File: config.mk
export PLATFORM = sky130hd
export DESIGN_NAME = memory_map_line_parser
export DESIGN_NICKNAME = d
export VERILOG_FILES = /design/src/sv/mmlp_pkg.sv /design/src/sv/memory_map_line_parser.sv /design/src/sv/mmlp_step.sv
export SDC_FILE = /design/constraint.sdc
export NUM_CORES = 2
export LEC_CHECK = 0
export BUFFER_PORTS_ARGS = -buffer_cell sky130_fd_sc_hd__buf_4
export CAP_MARGIN = 0
export CORE_MARGIN = 3
export CORE_UTILIZATION = 55
export CTS_CLUSTER_SIZE = 25
export DETAILED_ROUTE_END_ITERATION = 6
export GPL_TIMING_DRIVEN = 1
export MAX_ROUTING_LAYER = met4
export PLACE_DENSITY_LB_ADDON = 0.2
export SLEW_MARGIN = 20
export SYNTH_ARGS = -nofsm -noshare
export SYNTH_HDL_FRONTEND = slang
export SYNTH_SLANG_ARGS = --single-unit
File: constraint.sdc
create_clock -name clock -period 29.4 [get_ports clock]
set_input_delay 0 -clock clock [delete_from_list [all_inputs] [get_ports clock]]
set_output_delay 0 -clock clock [all_outputs]
set_load 0.03 [all_outputs]
File: src/sv/mmlp_pkg.sv
// Types, constants and helper functions of the memory map line parser.
package mmlp_pkg;

   localparam int MAX_LINE = 4096;
   localparam int POS_W    = $clog2(MAX_LINE + 1);
   localparam int NAME_W   = 12;
   localparam int PHASE_W  = 5;
   localparam int PH_COUNT = 17;

   localparam logic [7:0] CHAR_SPACE = 8'h20;
   localparam logic [7:0] CHAR_TAB   = 8'h09;
   localparam logic [7:0] CHAR_NUL   = 8'h00;
   localparam logic [7:0] CHAR_DASH  = "-";
   localparam logic [7:0] CHAR_COLON = ":";
   localparam logic [7:0] CHAR_PRIV  = "p";
   localparam logic [7:0] CHAR_ZERO  = "0";
   localparam logic [7:0] CHAR_NINE  = "9";
   localparam logic [7:0] PERM_YES [4] = '{"r", "w", "x", "s"};

   typedef enum logic [PHASE_W-1:0] {
      PH_SK_BEGIN = 5'd0,
      PH_BEGIN    = 5'd1,
      PH_DASH     = 5'd2,
      PH_SK_END   = 5'd3,
      PH_END      = 5'd4,
      PH_SK_PERMS = 5'd5,
      PH_PERMS    = 5'd6,
      PH_SK_OFF   = 5'd7,
      PH_OFF      = 5'd8,
      PH_SK_MAJ   = 5'd9,
      PH_MAJ      = 5'd10,
      PH_COLON    = 5'd11,
      PH_SK_MIN   = 5'd12,
      PH_MIN      = 5'd13,
      PH_SK_INODE = 5'd14,
      PH_INODE    = 5'd15,
      PH_DONE     = 5'd16
   } phase_type;

   typedef enum logic [2:0] {
      ST_OK        = 3'd0,
      ST_TOO_LONG  = 3'd1,
      ST_NO_DASH   = 3'd2,
      ST_BAD_PERMS = 3'd3,
      ST_NO_COLON  = 3'd4
   } status_type;

   typedef struct packed {
      logic [7:0] line_byte;
      logic       end_of_line;
   } req_type;

   typedef struct packed {
      status_type        status;
      logic [63:0]       range_begin;
      logic [63:0]       range_end;
      logic              readable;
      logic              writable;
      logic              executable;
      logic              shared_map;
      logic [63:0]       file_offset;
      logic [63:0]       device_major;
      logic [63:0]       device_minor;
      logic [63:0]       inode_number;
      logic [NAME_W-1:0] name_start;
   } rsp_type;

   typedef struct packed {
      phase_type         phase;
      logic [POS_W-1:0]  byte_position;
      logic [63:0]       begin_acc;
      logic [63:0]       end_acc;
      logic [63:0]       offset_acc;
      logic [63:0]       major_acc;
      logic [63:0]       minor_acc;
      logic [63:0]       inode_acc;
      logic [2:0]        perm_char_count;
      logic [3:0]        perm_bits;
      status_type        error_code;
      logic [NAME_W-1:0] name_position;
   } state_type;

   localparam state_type STATE_RESET = '{
      phase:           PH_SK_BEGIN,
      byte_position:   '0,
      begin_acc:       '0,
      end_acc:         '0,
      offset_acc:      '0,
      major_acc:       '0,
      minor_acc:       '0,
      inode_acc:       '0,
      perm_char_count: '0,
      perm_bits:       '0,
      error_code:      ST_OK,
      name_position:   '0
   };

   // Bit 4 set means the byte is not a hex digit.
   function automatic logic [4:0] hex_digit(input logic [7:0] c);
      logic [4:0] d;
      if (c >= "0" && c <= "9") begin
         d = {1'b0, c[3:0]};
      end else if ((c >= "a" && c <= "f") || (c >= "A" && c <= "F")) begin
         d = {1'b0, c[3:0] + 4'd9};
      end else begin
         d = 5'h10;
      end
      return d;
   endfunction

endpackage

File: src/sv/memory_map_line_parser.sv
// Memory map line parser: one text byte per item, one result per line.
// Throughput is one byte per cycle while no stalled result holds the output,
// limited by the single per-byte parse step. rsp_valid rises when the result
// for the last byte of a line, parsed from the input register, is registered.
// A line-ending byte waits in the input register only while a stalled result
// holds the output. Synchronous reset clears the parse state and both valid flags.
module memory_map_line_parser (
   input  logic              clock,
   input  logic              reset,
   input  logic              req_valid,
   output logic              req_stall,
   input  mmlp_pkg::req_type req_item,
   output logic              rsp_valid,
   input  logic              rsp_stall,
   output mmlp_pkg::rsp_type rsp_item
);
   import mmlp_pkg::*;

   logic      in_valid_ff, in_valid_in;
   req_type   in_item_ff;
   state_type state_ff, state_in;
   logic      rsp_valid_ff, rsp_valid_in;
   rsp_type   rsp_item_ff;
   state_type step_next;
   rsp_type   step_result;
   logic      out_free;
   logic      process;
   logic      accept;
   logic      line_done;

   mmlp_step u_step (
      .st     (state_ff),
      .item   (in_item_ff),
      .nx     (step_next),
      .result (step_result)
   );

   assign out_free     = !rsp_valid_ff || !rsp_stall;
   assign process      = in_valid_ff && (!in_item_ff.end_of_line || out_free);
   assign line_done    = process && in_item_ff.end_of_line;
   assign req_stall    = in_valid_ff && !process;
   assign accept       = req_valid && !req_stall;
   assign in_valid_in  = accept || (in_valid_ff && !process);
   assign rsp_valid_in = line_done || (rsp_valid_ff && rsp_stall);

   always_comb begin
      state_in = state_ff;
      if (line_done) state_in = STATE_RESET;
      else if (process) state_in = step_next;
   end

   always_ff @(posedge clock) begin
      if (reset) begin
         in_valid_ff  <= 1'b0;
         rsp_valid_ff <= 1'b0;
         state_ff     <= STATE_RESET;
      end else begin
         in_valid_ff  <= in_valid_in;
         rsp_valid_ff <= rsp_valid_in;
         state_ff     <= state_in;
      end
   end

   always_ff @(posedge clock) begin
      if (accept) in_item_ff <= req_item;
      if (line_done) rsp_item_ff <= step_result;
   end

   assign rsp_valid = rsp_valid_ff;
   assign rsp_item  = rsp_item_ff;

endmodule

File: src/sv/mmlp_step.sv
// Per-byte parse step: next parse state and the line result for one byte.
module mmlp_step (
   input  mmlp_pkg::state_type st,
   input  mmlp_pkg::req_type   item,
   output mmlp_pkg::state_type nx,
   output mmlp_pkg::rsp_type   result
);
   import mmlp_pkg::*;

   logic [7:0]        c;
   logic              ws;
   logic              sep;
   logic [4:0]        hd;
   logic              is_hex;
   logic              is_dec;
   logic              perms_full;
   logic [PH_COUNT-1:0] pass;
   phase_type         target;
   logic              found;
   logic [1:0]        pidx;
   logic              perm_alt;
   status_type        status;

   assign c          = item.line_byte;
   assign ws         = (c == CHAR_SPACE) || (c == CHAR_TAB);
   assign sep        = ws || (c == CHAR_NUL);
   assign hd         = hex_digit(c);
   assign is_hex     = !hd[4];
   assign is_dec     = (c >= CHAR_ZERO) && (c <= CHAR_NINE);
   assign perms_full = st.perm_char_count[2];
   assign pidx       = st.perm_char_count[1:0];
   assign perm_alt   = (pidx == 2'd3) ? (c == CHAR_PRIV) : (c == CHAR_DASH);

   // A phase passes the byte on to the next phase when it does not consume it.
   always_comb begin
      pass              = '0;
      pass[PH_SK_BEGIN] = !ws;
      pass[PH_BEGIN]    = !is_hex;
      pass[PH_SK_END]   = !ws;
      pass[PH_END]      = !is_hex;
      pass[PH_SK_PERMS] = !ws;
      pass[PH_PERMS]    = sep && perms_full;
      pass[PH_SK_OFF]   = !ws;
      pass[PH_OFF]      = !is_hex;
      pass[PH_SK_MAJ]   = !ws;
      pass[PH_MAJ]      = !is_hex;
      pass[PH_SK_MIN]   = !ws;
      pass[PH_MIN]      = !is_hex;
      pass[PH_SK_INODE] = !ws;
   end

   always_comb begin
      target = PH_DONE;
      found  = 1'b0;
      for (int k = 0; k < PH_COUNT; k++) begin
         if (!found && (k >= int'(st.phase)) && !pass[k]) begin
            target = phase_type'(k);
            found  = 1'b1;
         end
      end
   end

   always_comb begin
      nx = st;
      if (st.byte_position < POS_W'(MAX_LINE)) begin
         nx.byte_position = st.byte_position + POS_W'(1);
         if (st.error_code == ST_OK) begin
            nx.phase = target;
            unique case (target)
               PH_BEGIN: nx.begin_acc = {st.begin_acc[59:0], hd[3:0]};
               PH_END:   nx.end_acc = {st.end_acc[59:0], hd[3:0]};
               PH_OFF:   nx.offset_acc = {st.offset_acc[59:0], hd[3:0]};
               PH_MAJ:   nx.major_acc = {st.major_acc[59:0], hd[3:0]};
               PH_MIN:   nx.minor_acc = {st.minor_acc[59:0], hd[3:0]};
               PH_DASH: begin
                  if (!ws) begin
                     if (c == CHAR_DASH) nx.phase = PH_SK_END;
                     else nx.error_code = ST_NO_DASH;
                  end
               end
               PH_COLON: begin
                  if (!ws) begin
                     if (c == CHAR_COLON) nx.phase = PH_SK_MIN;
                     else nx.error_code = ST_NO_COLON;
                  end
               end
               PH_PERMS: begin
                  if (sep) begin
                     nx.error_code = ST_BAD_PERMS;
                  end else if (!perms_full) begin
                     if (c == PERM_YES[pidx]) begin
                        nx.perm_bits[pidx]  = 1'b1;
                        nx.perm_char_count = st.perm_char_count + 3'd1;
                     end else if (perm_alt) begin
                        nx.perm_char_count = st.perm_char_count + 3'd1;
                     end else begin
                        nx.error_code = ST_BAD_PERMS;
                     end
                  end
               end
               PH_INODE: begin
                  if (is_dec) begin
                     nx.inode_acc = {st.inode_acc[60:0], 3'b000}
                                  + {st.inode_acc[62:0], 1'b0}
                                  + 64'(c[3:0]);
                  end else begin
                     nx.name_position = NAME_W'(st.byte_position);
                     nx.phase         = PH_DONE;
                  end
               end
               PH_SK_BEGIN, PH_SK_END, PH_SK_PERMS, PH_SK_OFF, PH_SK_MAJ,
               PH_SK_MIN, PH_SK_INODE, PH_DONE: begin
               end
               default: begin
               end
            endcase
         end
      end
   end

   always_comb begin
      if (nx.byte_position >= POS_W'(MAX_LINE)) begin
         status = ST_TOO_LONG;
      end else if (nx.error_code != ST_OK) begin
         status = nx.error_code;
      end else if (nx.phase <= PH_DASH) begin
         status = ST_NO_DASH;
      end else if (nx.phase < PH_PERMS
                   || (nx.phase == PH_PERMS && !nx.perm_char_count[2])) begin
         status = ST_BAD_PERMS;
      end else if (nx.phase <= PH_COLON) begin
         status = ST_NO_COLON;
      end else begin
         status = ST_OK;
      end
   end

   always_comb begin
      result        = '0;
      result.status = status;
      if (status == ST_OK) begin
         result.range_begin  = nx.begin_acc;
         result.range_end    = nx.end_acc;
         result.readable     = nx.perm_bits[0];
         result.writable     = nx.perm_bits[1];
         result.executable   = nx.perm_bits[2];
         result.shared_map   = nx.perm_bits[3];
         result.file_offset  = nx.offset_acc;
         result.device_major = nx.major_acc;
         result.device_minor = nx.minor_acc;
         result.inode_number = nx.inode_acc;
         result.name_start   = (nx.phase == PH_DONE) ? nx.name_position
                                                     : NAME_W'(nx.byte_position);
      end
   end

endmodule

==> flow_summary.yaml <==
run_status:
  status: "finished, final reports clean"
synthesis:
  ys_top_cells_by_area: "edfxtp_1 32%, dfxtp_1 22%, nand2_1 14%"
  async_flop_share: 0
  yosys_warnings: 0
  syn-cell-area_sq_um: 38400
  synthFlopType: "dfxtp_1"
  synthesis.nets: 4517
  ys_ff_latch: 838
  synth.top_cell.area_share: 0.322
  synth_top_family_by_area: "simple AND/OR/NAND/NOR gates"
  synth_top_area_cell: "edfxtp_1"
  synthXorXnorAreaFrac: 0.0155
  avgSynthCellArea_sq_um: 8.80
  synth_edf_count: 412
  yosys-mux-area-fraction: 0.00234
  synth_compound_area_frac: 0.164
  synthCells: 4369
  ys_seq_area_frac: 0.544
  synth-simple-area-share: 0.196
  synthAdderAreaFrac: 0.0443
  ys_types: 73
floorplan:
  core-area_sq_um: 68900
  dieHeight_um: 270
  die_w_um: 270
  die_area_sq_um: 73100
  io_pins: 418
  std_cell_rows: 96
  initial_utilization: 0.558
final_layout:
  fillers: 5666
  nNetsFinal: 4771
  final_cell_mix: "1469 x nand2_1, 810 x a21oi_1, 453 x buf_4"
  final_util: 0.654
  fin_cells: 5629
  syn_to_final_growth_pct: 17.3
  drive_above_1_share: 0.139
  layout_commonest_cell: "nand2_1"
setup_path:
  critPathLaunchType: "flip-flop"
  worstPathCellList: "inv_1, ha_1, or3b_2, and3_1, o21ai_0, a41o_1, nor2_1, o31a_1, o221ai_1, o21ai_0, nand2_4, buf_4, buf_4, a21oi_1"
  critPathCaptureType: "flip-flop"
  critPathArrivalTime_ns: 6.68
  cpMaxStageDelayCell: "buf_4"
  setup.worst_path.start: "in_item_ff[1]"
  crit_path_max_fanout: 82
  crit_type: "flip-flop to flip-flop"
  cpLargestDelayFamily: "buffers and inverters"
  critical_path.max_stage_delay_ns: 0.86
  required_ns: 29.73
  r2r_start: "in_item_ff[1]"
  worst-path-buf-inv: 3
power_and_ir_drop:
  p_leak_nw: 15.8
  total_power_w: 0.00251
  ir_drop_mv: 0.0524
  share_comb_of_total_power: 0.050
  pwr-share-seq: 0.494
  clkPwrFrac: 0.456
  power.internal_w: 0.00194
  p_per_area_nw_per_um2: 55.7
  switching_share: 0.229
  switching_power_w: 0.000575
clock_network:
  cts.clk_slew.worst_paths_ns: 0.06
  cts_buffer_depth: 3
  cts.sinks: 838
  cts_buffers: 87
  post_cts_resize_count: 0
  clkLatencyLatePin_ns: 0.65
  root_buffer: "clkbuf_16"
  cts.htree.levels: 3
  cts_tree: "done"
min_path:
  hp-class: "primary input to flip-flop"
  min-delay-start: "req_item[4]"
detailed_routing:
  vias_per_cell: 5.69
  antenna_left: 0
  drt-total-wl_mm: 103
  post_drt_wl_per_cell_um: 18.2
  dr.pass1.iters: 5
  drc: 0
  num_vias: 32000
  initialDrtViolationCount: 3279
timing:
  rsz0062_at_grt: "no"
  setup_viol: 0
  period_minus_slack_ns: 6.35
  hold_slack_ns: 0.126
  relSlewSlack: 0.162
  period_share: 0.216
  final.setup.tns_ns: 0
  clock-skew-final_ns: 0.0463
  fmax_mhz: 157
  worst_slew_pin_slew_ns: 1.26
  timing_hold_violations_final: 0
  final_max_slew_viol_count: 0
global_route:
  antenna_found_initial: 2
  overflow: 0
  grt_util_all_layers: 0.280
  grt_max_degree: 204
  grt_pass1_wl_mm: 163
  grt_pass1_vias: 29800
placement:
  placedCellCount: 5452
  gp_congestion: 0.872
  portBuffers: 417
  place_hpwl_mm: 63.1
flow_run:
  cap_violations: 0
kinds of logic after synthesis:
group / after synthesis
AO/OA/AOI/OAI: 1118
flip-flops: 838
multiplexers: 9
adder cells (fa/ha/maj): 135
XOR/XNOR: 68
buffers and inverters: 327
AND/OR/NAND/NOR: 1874
synth_stat cells (4+ instances only):
| master | number |
|---|---|
| a211oi_2 | 14 |
| a211oi_1 | 52 |
| o22ai_1 | 4 |
| dfxtp_1 | 426 |
| a21o_1 | 44 |
| buf_2 | 56 |
| inv_1 | 23 |
| nor4_1 | 8 |
| o211a_1 | 5 |
| nor2_1 | 187 |
| o21a_1 | 6 |
| ha_1 | 133 |
| clkbuf_1 | 221 |
| xor2_1 | 31 |
| a31oi_1 | 27 |
| nand4_1 | 22 |
| o211ai_1 | 5 |
| nor3_1 | 23 |
| o21bai_1 | 18 |
| mux2i_1 | 9 |
| nand2_1 | 1477 |
| a21oi_1 | 813 |
| nor2b_1 | 14 |
| edfxtp_1 | 412 |
| o21ai_0 | 74 |
| buf_4 | 9 |
| o31ai_1 | 6 |
| or3_1 | 15 |
| nand3_1 | 54 |
| and2_1 | 17 |
| o311ai_0 | 4 |
| and3_1 | 18 |
| xnor2_1 | 37 |
| or2_2 | 8 |
| nand2b_1 | 7 |
| nor3b_1 | 6 |
| a211o_1 | 5 |
| buf_1 | 15 |
| a2bb2oi_1 | 5 |
| a22oi_1 | 5 |
registers in the layout, summed over array words and instances, names as in the netlist:
name and cells:
in_item_ff 9, in_valid_ff 1, rsp_item 403, rsp_valid 1
state_ff 424
through the flow:
| stage | instance area (sq um) | setup slack (ns) |
|---|---|---|
| after floorplan | 38400 | 5.49 |
| after global placement | 41900 | 23.14 |
| after detailed placement | 41900 | 23.11 |
| after CTS | 45100 | 23.06 |
| after global routing | 45100 | 22.59 |
| final | 45100 | 23.05 |
power groups by stage:
stage | clock [W] | combinational, W | sequential (W)
6_report | 0.00114 | 0.000125 | 0.00124
3_5_place_dp | 0 | 0.000124 | 0.00127
4_1_cts | 0.00116 | 0.000125 | 0.00124
2_1_floorplan | 0 | 0.0000659 | 0.00130
5_1_grt | 0.00121 | 0.000134 | 0.00124
3_3_place_gp | 0 | 0.000124 | 0.00127
repair_timing:
| action | in CTS | in global routing |
|---|---|---|
| endpoints found under the hold margin | 30 | 0 |
| hold buffers | 13 | 0 |
| buffers inserted | 0 | 0 |
per-layer routing:
layer  vias up  GRT usage  part of all wire
li1      15600          -                 -
met1     15300      0.374              0.44
met2       937      0.444              0.48
met3       204     0.0339             0.053
met4         0      0.101             0.033
met5         -          -                 0
area by class of cell:
class | count | area (sq um) | area share
sequential | 838 | 20900 | 0.463
clock buffer | 132 | 2590 | 0.0574
timing repair buffer | 469 | 3590 | 0.0796
antenna | 2 | 5.00 | 0.000111
tap | 931 | 1160 | 0.0258
inverter | 23 | 86.3 | 0.00191
multi-input combinational | 3204 | 16300 | 0.362
clock inverter | 30 | 422 | 0.00935
worst paths after layout:
| check | cells past startpoint | end | slack, ns |
|---|---|---|---|
| max | 14 | rsp_item[27] | 23.05 |
| min | 2 | in_item_ff[4] | 0.13 |
| max reg2reg | 14 | rsp_item[27] | 23.05 |
| min reg2reg | 2 | state_ff[276] | 0.45 |
Note: power is estimated with default switching activity, not from simulation.
